`config.mk`:
```
export PLATFORM = sky130hd
export DESIGN_NAME = detection_target_selector
export DESIGN_NICKNAME = d
export VERILOG_FILES = /design/src/rtl/dts_pkg.sv /design/src/rtl/detection_target_selector.sv
export SDC_FILE = /design/constraint.sdc
export NUM_CORES = 1
export LEC_CHECK = 0
export BUFFER_PORTS_ARGS = -buffer_cell sky130_fd_sc_hd__buf_4
export CORE_MARGIN = 1
export CORE_UTILIZATION = 60
export DETAILED_ROUTE_END_ITERATION = 10
export PLACE_DENSITY = 0.81
export REMOVE_ABC_BUFFERS = 1
export SLEW_MARGIN = 15
export SYNTH_ARGS = -nofsm -noshare
export SYNTH_HDL_FRONTEND = slang
export SYNTH_SLANG_ARGS = --single-unit
```
`constraint.sdc`:
```
create_clock -name clk -period 13.6 [get_ports clk]
set_input_delay 4.08 -clock clk [delete_from_list [all_inputs] [get_ports clk]]
set_output_delay 4.08 -clock clk [all_outputs]
set_load 0.02 [all_outputs]
```
`src/rtl/dts_pkg.sv`:
```
package dts_pkg;

    localparam int SCORE_BITS       = 7;
    localparam int CLASS_BITS       = 2;
    localparam int TARGET_CLS_BITS  = 2;
    localparam int COORD_BITS_DEF   = 10;

    localparam logic [SCORE_BITS-1:0] THRESHOLD_RESET = 7'd25;

    // detection class on the input side
    localparam logic [CLASS_BITS-1:0] CLS_FACE   = 2'd0;
    localparam logic [CLASS_BITS-1:0] CLS_PERSON = 2'd1;

    // target class on the output side
    localparam logic [TARGET_CLS_BITS-1:0] TGT_NONE   = 2'd0;
    localparam logic [TARGET_CLS_BITS-1:0] TGT_FACE   = 2'd1;
    localparam logic [TARGET_CLS_BITS-1:0] TGT_PERSON = 2'd2;

endpackage

```
`src/rtl/detection_target_selector.sv`:
```
// Detection target selector.
//
// Slave stream: one detection per request. s_tuser carries the class
// (face, person, anything else ignored), s_tdata the score and box, and
// s_tlast closes the frame. The largest face and the highest-scoring person
// are kept across the frame; ties keep the earlier one.
// Master stream: one result per frame, emitted for the request carrying
// s_tlast. m_tuser flags whether a target was found and its class; m_tdata
// holds the box, centre, confidence and area (all zero when none found).
// cfg: write channel for the score threshold, always ready; write it only
// while no frame is in flight.
// Result path: the closing request is captured in the input register and
// moves on to the result register once that register has room.
// Throughput: one request per cycle while the result register has room for
// a frame end; each request is compared combinationally against the stored
// bests, the box area being multiplied on the way into the input register.
// Reset clears the stored bests, empties both registers and sets the
// threshold to 25. When the receiver stalls, the result is held and
// detections keep flowing; a further frame end waits in the input
// register until the result has been taken.
module detection_target_selector #(
    parameter int COORD_BITS = dts_pkg::COORD_BITS_DEF
) (
    input  logic clk,
    input  logic rst_n,

    input  logic s_tvalid,
    output logic s_tready,
    // score, x, y, w, h (from bit 0 up), zero padded to whole bytes
    input  logic [((dts_pkg::SCORE_BITS + 4*COORD_BITS + 7) / 8) * 8 - 1:0] s_tdata,
    // object_class
    input  logic [dts_pkg::CLASS_BITS-1:0] s_tuser,
    input  logic s_tlast,

    output logic m_tvalid,
    input  logic m_tready,
    // target_x, target_y, target_w, target_h, center_x, center_y,
    // confidence, area (from bit 0 up), zero padded to whole bytes
    output logic [((8*COORD_BITS + dts_pkg::SCORE_BITS + 2 + 7) / 8) * 8 - 1:0] m_tdata,
    // target_found, target_class
    output logic [dts_pkg::TARGET_CLS_BITS:0] m_tuser,

    input  logic cfg_valid,
    output logic cfg_ready,
    input  logic [dts_pkg::SCORE_BITS-1:0] cfg_data
);

    localparam int SB      = dts_pkg::SCORE_BITS;
    localparam int CB      = COORD_BITS;
    localparam int AB      = 2 * COORD_BITS;
    localparam int OUT_USED = 8*CB + SB + 2;
    localparam int OUT_W   = ((OUT_USED + 7) / 8) * 8;

    typedef struct packed {
        logic [SB-1:0] score;
        logic [CB-1:0] x;
        logic [CB-1:0] y;
        logic [CB-1:0] w;
        logic [CB-1:0] h;
        logic [AB-1:0] area;
    } det_rec_t;

    // input register
    logic                          in_valid_reg;
    logic [dts_pkg::CLASS_BITS-1:0] in_cls_reg;
    det_rec_t                      in_rec_reg;
    logic                          in_last_reg;
    det_rec_t                      s_rec;

    // stored bests
    logic     face_seen_reg, face_seen_next;
    det_rec_t face_reg, face_next;
    logic     person_seen_reg, person_seen_next;
    det_rec_t person_reg, person_next;

    logic [SB-1:0] threshold_reg;

    // result register
    logic                               out_valid_reg;
    logic                               out_found_reg, out_found_next;
    logic [dts_pkg::TARGET_CLS_BITS-1:0] out_cls_reg, out_cls_next;
    logic [OUT_W-1:0]                   out_data_reg, out_data_next;

    logic     out_free;
    logic     proc;
    logic     face_take;
    logic     person_take;
    logic     face_ok;
    logic     person_ok;
    det_rec_t chosen;
    logic [CB:0] cx;
    logic [CB:0] cy;

    assign s_rec.score = s_tdata[SB-1:0];
    assign s_rec.x     = s_tdata[SB        +: CB];
    assign s_rec.y     = s_tdata[SB + CB   +: CB];
    assign s_rec.w     = s_tdata[SB + 2*CB +: CB];
    assign s_rec.h     = s_tdata[SB + 3*CB +: CB];
    assign s_rec.area  = AB'(s_rec.w) * AB'(s_rec.h);

    assign out_free  = !out_valid_reg || m_tready;
    // a frame end needs room in the result register, other requests never wait
    assign proc      = in_valid_reg && (!in_last_reg || out_free);
    assign s_tready  = !in_valid_reg || proc;
    assign cfg_ready = 1'b1;

    assign m_tvalid = out_valid_reg;
    assign m_tdata  = out_data_reg;
    assign m_tuser  = {out_cls_reg, out_found_reg};

    always_comb
    begin
        face_take   = (in_cls_reg == dts_pkg::CLS_FACE) &&
                      (!face_seen_reg || in_rec_reg.area > face_reg.area);
        person_take = (in_cls_reg == dts_pkg::CLS_PERSON) &&
                      (!person_seen_reg || in_rec_reg.score > person_reg.score);

        face_seen_next   = face_seen_reg || face_take;
        face_next        = face_take ? in_rec_reg : face_reg;
        person_seen_next = person_seen_reg || person_take;
        person_next      = person_take ? in_rec_reg : person_reg;

        face_ok   = face_seen_next && (face_next.score >= threshold_reg);
        person_ok = person_seen_next && (person_next.score >= threshold_reg);

        if (face_ok)
        begin
            chosen       = face_next;
            out_found_next = 1'b1;
            out_cls_next = dts_pkg::TGT_FACE;
        end
        else if (person_ok)
        begin
            chosen       = person_next;
            out_found_next = 1'b1;
            out_cls_next = dts_pkg::TGT_PERSON;
        end
        else
        begin
            chosen       = '0;
            out_found_next = 1'b0;
            out_cls_next = dts_pkg::TGT_NONE;
        end

        cx = {1'b0, chosen.x} + {2'b00, chosen.w[CB-1:1]};
        cy = {1'b0, chosen.y} + {2'b00, chosen.h[CB-1:1]};

        out_data_next = '0;
        out_data_next[0      +: CB]     = chosen.x;
        out_data_next[CB     +: CB]     = chosen.y;
        out_data_next[2*CB   +: CB]     = chosen.w;
        out_data_next[3*CB   +: CB]     = chosen.h;
        out_data_next[4*CB   +: CB + 1] = cx;
        out_data_next[5*CB+1 +: CB + 1] = cy;
        out_data_next[6*CB+2 +: SB]     = chosen.score;
        out_data_next[6*CB+2+SB +: AB]  = chosen.area;
    end

    always_ff @(posedge clk or negedge rst_n)
    begin
        if (!rst_n)
        begin
            in_valid_reg <= 1'b0;
        end
        else if (s_tready)
        begin
            in_valid_reg <= s_tvalid;
        end
    end

    always_ff @(posedge clk)
    begin
        if (s_tvalid && s_tready)
        begin
            in_cls_reg  <= s_tuser;
            in_rec_reg  <= s_rec;
            in_last_reg <= s_tlast;
        end
    end

    always_ff @(posedge clk or negedge rst_n)
    begin
        if (!rst_n)
        begin
            face_seen_reg   <= 1'b0;
            face_reg        <= '0;
            person_seen_reg <= 1'b0;
            person_reg      <= '0;
        end
        else if (proc)
        begin
            if (in_last_reg)
            begin
                face_seen_reg   <= 1'b0;
                face_reg        <= '0;
                person_seen_reg <= 1'b0;
                person_reg      <= '0;
            end
            else
            begin
                face_seen_reg   <= face_seen_next;
                face_reg        <= face_next;
                person_seen_reg <= person_seen_next;
                person_reg      <= person_next;
            end
        end
    end

    always_ff @(posedge clk or negedge rst_n)
    begin
        if (!rst_n)
        begin
            threshold_reg <= dts_pkg::THRESHOLD_RESET;
        end
        else if (cfg_valid && cfg_ready)
        begin
            threshold_reg <= cfg_data;
        end
    end

    always_ff @(posedge clk or negedge rst_n)
    begin
        if (!rst_n)
        begin
            out_valid_reg <= 1'b0;
        end
        else if (proc && in_last_reg)
        begin
            out_valid_reg <= 1'b1;
        end
        else if (m_tready)
        begin
            out_valid_reg <= 1'b0;
        end
    end

    always_ff @(posedge clk)
    begin
        if (proc && in_last_reg)
        begin
            out_found_reg <= out_found_next;
            out_cls_reg   <= out_cls_next;
            out_data_reg  <= out_data_next;
        end
    end

    // a fresh result only follows a processed frame end
    assert property (@(posedge clk) disable iff (!rst_n)
        (out_valid_reg && !$past(out_valid_reg)) |-> $past(proc && in_last_reg))
        else $error("result without frame end");

    // bests are empty after a frame end
    assert property (@(posedge clk) disable iff (!rst_n)
        (proc && in_last_reg) |=> (!face_seen_reg && !person_seen_reg))
        else $error("bests not cleared after frame end");

    // a found target passes the threshold and has a class
    assert property (@(posedge clk) disable iff (!rst_n)
        (out_valid_reg && out_found_reg) |->
        ((out_data_reg[6*CB+2 +: SB] >= threshold_reg) &&
         (out_cls_reg != dts_pkg::TGT_NONE)))
        else $error("found target below threshold or without class");

    // no target means an all-zero result
    assert property (@(posedge clk) disable iff (!rst_n)
        (out_valid_reg && !out_found_reg) |->
        ((out_data_reg == '0) && (out_cls_reg == dts_pkg::TGT_NONE)))
        else $error("empty result not zero");

endmodule
```
==> impl_metrics.env, run 1 <==
export IMPL_status="finished, final reports clean"
export IMPL_largest_reg_flops=89
export IMPL_cts_max_level=1
export IMPL_via_per_inst=6.071
export IMPL_chipWidth_um=172.3
export IMPL_synth_top_area_share_pct=27.97
export IMPL_clkTransAtPathRegs_ns=0.06
export IMPL_dp_cells=1911
export IMPL_synth_distinct_cells=63
export IMPL_syn_area_per_cell_um2=12.05
export IMPL_worstMarginPinSlew_ns=1.150
export IMPL_drt_met1_wl_mm=15.67
export IMPL_synth_async_reset_ratio_pct=47.23
export IMPL_met2_length_mm=19.43
export IMPL_timing_slew_headroom_pct=23.24
export IMPL_ys_seq_elements=307
export IMPL_grt_util_all_layers_pct=26.18
export IMPL_clk_latency_ns=0.57
export IMPL_p_leak_nw=8.940
export IMPL_nNetsFinal=1807
export IMPL_skew_ns=0.01269
export IMPL_cts_resized=0
export IMPL_synth_top_area_cell="edfxtp_1"
export IMPL_die_h_um=172.3
export IMPL_fin_crit_ns=8.693
export IMPL_critPathLaunchType="input pin"
export IMPL_synthFlopType="edfxtp_1"
export IMPL_cts_path_max_buffers=3
export IMPL_die_area_mm2=0.02967
export IMPL_drc=0
export IMPL_setup_viol=0
export IMPL_setup_tns_ns=0
export IMPL_grt_ovfl_total=0
export IMPL_slew_violations=0
export IMPL_numCtsBuffers=31
export IMPL_min_path_type="flip-flop to flip-flop"
export IMPL_yosysWarnings=0
export IMPL_portBuffers=155
export IMPL_seq_area_frac_synth_pct=48.85
export IMPL_p_per_area_mw_per_mm2=153.0
export IMPL_row_count=61
export IMPL_critPathKind="input pin to output port"
export IMPL_power_total_mw=3.012
export IMPL_maxUsedRoutingLayer="met4"
export IMPL_wirelength_mm=38.47
export IMPL_netlist_area_mm2=0.01739
export IMPL_cp_max_fo=3
export IMPL_hpwl_mm=24.89
export IMPL_dr_wl_met3_mm=2.438
export IMPL_synth_most_common_cell="edfxtp_1"
export IMPL_hold_viol=0
export IMPL_antennaDiodeCount=0
export IMPL_layout_drive_gt1_share_pct=15.21
export IMPL_grt_pass1_vias=12080
export IMPL_antenna_found_initial=0
export IMPL_layout_cells_non_filler=1969
export IMPL_synth_edf_count=162
export IMPL_fin_crit_sh_pct=63.92
export IMPL_postCtsHoldBufs=0
export IMPL_drt_first_pass_iters=5
export IMPL_drt_iter0_markers=882
export IMPL_rsz0062_at_grt="false"
export IMPL_cap_violations=0
export IMPL_cts_root_buf="clkbuf_16"
export IMPL_cts_tree="yes"
export IMPL_cp_end_kind="output port"
export IMPL_cts_sinks=307
export IMPL_dr_total_vias=11950
export IMPL_boundaryPins=165
export IMPL_ant_nets=0
export IMPL_wire_per_inst_um=19.54
export IMPL_synth_area_leaders="edfxtp_1 28%, dfrtp_1 20%, ha_1 8.2%"
export IMPL_synth_common_cells="162 x edfxtp_1, 142 x dfrtp_1, 125 x inv_1"
export IMPL_crit_arrival_ns=4.61
export IMPL_place_gp_congestion=0.8682
export IMPL_cts_setup_buffers=0
export IMPL_grt_max_degree=77
export IMPL_required_ns=9.52
export IMPL_syn_instance_count=1443
export IMPL_area_delta_synth_final_pct=13.16
export IMPL_start_util_pct=61.76
export IMPL_core_region_area_mm2=0.02816
export IMPL_grt_pass1_wl_mm=60.92
export IMPL_peakVddDrop_v=0.0001135
export IMPL_fmax_mhz=115.0
## placed cells by master, fill, tap and decap left out, types with 25 or more instances in the layout
cell type	instances
inv_1	125
mux2i_1	124
nand2_1	117
dfrtp_1	142
a21oi_1	44
clkbuf_16	31
o21ai_0	54
o22ai_1	68
buf_4	168
nor2_1	28
and2_1	42
fa_1	64
a22oi_1	25
a22o_1	106
xnor2_1	25
edfxtp_1	162
ha_1	114
## cell type report
class | instances | area (um^2)
clock buffers | 44 | 864.6
well taps | 378 | 473.0
multi-input cells | 931 | 7981
clock inverters | 14 | 121.4
fillers | 2003 | 8481
inverters | 126 | 473.0
repair buffers | 169 | 1272
flip-flops and latches | 307 | 8497
## layer usage
metal | track usage (%) | vias to the layer above
met5 | 0 | -
met4 | 9.042 | 0
met3 | 3.479 | 80
met2 | 45.13 | 452
met1 | 34.06 | 5987
li1 | - | 5435
## through the flow
step / util (%) / area (um^2) / hold WS, ns / setup slack, ns
after floorplan: - / 16910 / 0.4498 / 4.402
after global placement: 66.39 / 18700 / 0.4653 / 4.707
after detailed placement: 66.39 / 18700 / 0.4744 / 4.638
after CTS: 69.89 / 19680 / 0.4884 / 4.909
after global routing: 69.89 / 19680 / 0.4981 / 4.856
final: 69.89 / 19680 / 0.4863 / 4.907
## critical path, stage by stage
cell and delay (ns):
buf_4 0.11, nand4b_1 0.21, buf_4 0.20
## worst paths after layout
check | from | endpoint | slack, ns | cells after the start
max in group asynchronous | rst_n | person_reg[25] | 8.61 | 2
hold / removal | person_reg[59] | person_reg[59] | 0.49 | 2
setup / recovery | m_tready | s_tready | 4.91 | 3
setup reg to reg | in_rec_reg[1] | m_tdata[48] | 5.82 | 26
min in group asynchronous | rst_n | threshold_reg[1] | 3.54 | 1
hold reg to reg | person_reg[59] | person_reg[59] | 0.49 | 2
## power by group
| group | internal [mW] | leakage (nW) | switching [mW] |
|---|---|---|---|
| logic | 0.410 | 4.95 | 0.544 |
| clock network | 0.478 | 0.478 | 0.353 |
| registers | 1.13 | 3.51 | 0.0914 |
## cell families after synthesis
family,share of synthesized area (%)
XOR/XNOR,1.611
flip-flops,48.85
AO/OA/AOI/OAI,14.22
AND/OR/NAND/NOR,6.374
other,0.04318
adder cells (fa/ha/maj),15.57
buffers and inverters,5.633
multiplexers,7.697
No activity file was read; power rests on OpenSTA's default activity.
==> run 2, diff against run 1 <==
--- a/config.mk
+++ b/config.mk
@@ -5,11 +5,12 @@
 export SDC_FILE = /design/constraint.sdc
 export NUM_CORES = 1
 export LEC_CHECK = 0
+export ABC_AREA = 1
 export BUFFER_PORTS_ARGS = -buffer_cell sky130_fd_sc_hd__buf_4
 export CORE_MARGIN = 1
-export CORE_UTILIZATION = 60
+export CORE_UTILIZATION = 54
 export DETAILED_ROUTE_END_ITERATION = 10
-export PLACE_DENSITY = 0.81
+export PLACE_DENSITY = 0.77
 export REMOVE_ABC_BUFFERS = 1
 export SLEW_MARGIN = 15
 export SYNTH_ARGS = -nofsm -noshare
==> constraint.sdc (replaced) <==
create_clock -name clk -period 7.06 [get_ports clk]
set_input_delay 2.118 -clock clk [delete_from_list [all_inputs] [get_ports clk]]
set_output_delay 2.118 -clock clk [all_outputs]
set_load 0.02 [all_outputs]
==> run 2 against run 1 <==
Net effect:
- register-to-register slack worse by 5.1 ns
- sequential power grew 91%
- clock power rose by 110%
- non-clock buffer count grew 1
- clock skew increased by 0.011 ns
- utilization decreased by 7.4 points
- die area up 11%
- combinational power rose by 130%
- critical path type is now input pin to flip-flop
- critical path depth increased by 13
==> impl_metrics.env, run 2 <==
export IMPL_crit_arrival_ns=6.57
export IMPL_path_cells="buf_4, nand2_1, fa_1, fa_1, fa_1, fa_1, inv_1, fa_1, ha_1, nand2_1, nor2_1, inv_1, o21ai_0, a21boi_0, o21ai_0, xor2_1"
export IMPL_cp_end_kind="flip-flop"
export IMPL_min_path_type="flip-flop to flip-flop"
export IMPL_cts_path_max_buffers=3
export IMPL_cts_sinks=307
export IMPL_grt_pass1_vias=13110
export IMPL_chipWidth_um=181.4
export IMPL_place_gp_congestion=0.8458
export IMPL_met2_length_mm=19.00
export IMPL_synth_edf_count=162
export IMPL_netlist_area_mm2=0.01738
export IMPL_largest_reg_flops=89
export IMPL_row_count=65
export IMPL_nNetsFinal=2128
export IMPL_hold_viol=0
export IMPL_p_per_area_mw_per_mm2=316.8
export IMPL_antenna_found_initial=0
export IMPL_cp_common_cell="fa_1"
export IMPL_grt_pass1_wl_mm=63.83
export IMPL_drt_iter0_markers=892
export IMPL_cts_max_level=2
export IMPL_portBuffers=155
export IMPL_drc=0
export IMPL_grt_ovfl_total=0
export IMPL_layout_cells_non_filler=2315
export IMPL_cts_tree="yes"
export IMPL_layout_drive_gt1_share_pct=13.85
export IMPL_cp_max_fo=11
export IMPL_rsz0062_at_grt="false"
export IMPL_start_util_pct=54.95
export IMPL_slew_violations=0
export IMPL_synth_async_reset_ratio_pct=47.23
export IMPL_antennaDiodeCount=0
export IMPL_drt_first_pass_iters=6
export IMPL_critPathKind="input pin to flip-flop"
export IMPL_mostFrequentLayoutCell="nand2_1"
export IMPL_fin_crit_sh_pct=89.54
export IMPL_skew_ns=0.02390
export IMPL_grt_util_all_layers_pct=24.04
export IMPL_syn_area_per_cell_um2=9.794
export IMPL_clkTransAtPathRegs_ns=0.06
export IMPL_maxUsedRoutingLayer="met4"
export IMPL_cap_violations=0
export IMPL_synth_distinct_cells=43
export IMPL_p_leak_nw=9.593
export IMPL_required_ns=7.30
export IMPL_worstMarginPinSlew_ns=1.064
export IMPL_die_h_um=181.4
export IMPL_core_region_area_mm2=0.03164
export IMPL_dr_total_vias=12960
export IMPL_hpwl_mm=26.16
export IMPL_layout_common_cells="350 x nand2_1, 299 x inv_1, 187 x o22ai_1, 169 x buf_4, 162 x edfxtp_1"
export IMPL_dr_wl_met3_mm=2.239
export IMPL_setup_tns_ns=0
export IMPL_clk_latency_ns=0.53
export IMPL_wire_per_inst_um=16.76
export IMPL_setup_viol=0
export IMPL_synth_common_cells="352 x nand2_1, 302 x inv_1, 187 x o22ai_1"
export IMPL_ys_seq_elements=307
export IMPL_die_area_mm2=0.03292
export IMPL_critPathSlowestCell="fa_1"
export IMPL_dp_cells=2252
export IMPL_numCtsBuffers=35
export IMPL_synth_top_area_share_pct=27.98
export IMPL_ant_nets=0
export IMPL_synth_most_common_cell="nand2_1"
export IMPL_peakVddDrop_v=0.0001756
export IMPL_synth_top_area_cell="edfxtp_1"
export IMPL_yosysWarnings=0
export IMPL_boundaryPins=165
export IMPL_nFillCells=2471
export IMPL_seq_area_frac_synth_pct=48.88
export IMPL_postCtsHoldBufs=0
export IMPL_drt_met1_wl_mm=16.50
export IMPL_grt_max_degree=103
export IMPL_status="finished, final reports clean"
export IMPL_area_delta_synth_final_pct=13.77
export IMPL_synth_area_leaders="edfxtp_1 28%, dfrtp_1 20%, ha_1 8.2%"
export IMPL_via_per_inst=5.597
export IMPL_cts_resized=0
export IMPL_synthFlopType="edfxtp_1"
export IMPL_fin_crit_ns=6.321
export IMPL_syn_instance_count=1775
export IMPL_fmax_mhz=158.2
export IMPL_cts_setup_buffers=0
export IMPL_critPathLaunchType="input pin"
export IMPL_timing_slew_headroom_pct=29.03
export IMPL_crit_path_max_incr_delay_ns=0.58
export IMPL_wirelength_mm=38.81
export IMPL_cts_root_buf="clkbuf_16"
## run 2: metal layers
| layer | vias up | GRT usage, % |
|---|---|---|
| li1 | 6176 | - |
| met1 | 6275 | 30.68 |
| met2 | 422 | 41.22 |
| met3 | 85 | 3.971 |
| met4 | 0 | 9.017 |
| met5 | - | 0 |
## run 2: final timing paths
kind,end,from,cells after the start,slack [ns]
setup / recovery,in_rec_reg[15],s_tdata[34],16,0.74
hold / removal,face_reg[63],face_reg[63],2,0.48
setup reg to reg,m_tdata[61],in_rec_reg[14],31,0.75
hold reg to reg,face_reg[63],face_reg[63],2,0.48
max in group asynchronous,person_reg[19],rst_n,2,4.09
min in group asynchronous,threshold_reg[6],rst_n,1,1.67
## run 2: cells by family (layout without fill, tap and decap cells)
logic type / count (synthesis) / count (layout) / share of synthesized area [%]
AND/OR/NAND/NOR: 426 / 426 / 9.688
flip-flops: 307 / 307 / 48.88
multiplexers: 1 / 1 / 0.06477
XOR/XNOR: 32 / 32 / 1.612
buffers and inverters: 405 / 537 / 9.573
other: 2 / 8 / 0.04320
adder cells (fa/ha/maj): 178 / 178 / 15.58
AO/OA/AOI/OAI: 424 / 424 / 14.57
## run 2: area by class of cell
type / instances / area [um^2] / share of cell area (%)
Timing Repair Buffer: 170 / 1280 / 6.472
Inverter: 304 / 1149 / 5.808
Sequential cell: 307 / 8497 / 42.96
Tap cell: 402 / 503.0 / 2.543
Clock buffer: 49 / 991.0 / 5.010
Multi-Input combinational cell: 1069 / 7266 / 36.74
Clock inverter: 14 / 92.59 / 0.4681
## run 2: critical path: cells and delay by family
family	cells	cell delay, ns
AO/OA/AOI/OAI	3	0.77
XOR/XNOR	1	0.12
adder cells (fa/ha/maj)	6	2.90
buffers and inverters	3	0.27
AND/OR/NAND/NOR	3	0.36
## run 2: stage by stage
stage	worst slack [ns]	power (mW)	utilization, %	area, um^2	hold slack [ns]
6_report	0.7387	6.265	62.52	19780	0.4814
5_1_grt	0.3468	6.671	62.52	19780	0.4977
4_1_cts	0.7653	6.297	62.52	19780	0.4818
3_5_place_dp	0.2736	4.545	59.09	18690	0.4655
3_3_place_gp	0.3172	4.477	59.09	18690	0.4624
2_1_floorplan	-0.2803	3.943	-	16890	0.4494
## run 2: where the power goes
part           internal (mW)  leakage, nW  total (mW)  switching (mW)
registers               2.24         3.49        2.35           0.111
logic                  0.831         5.58        2.21            1.37
clock network          0.986        0.528        1.71           0.720
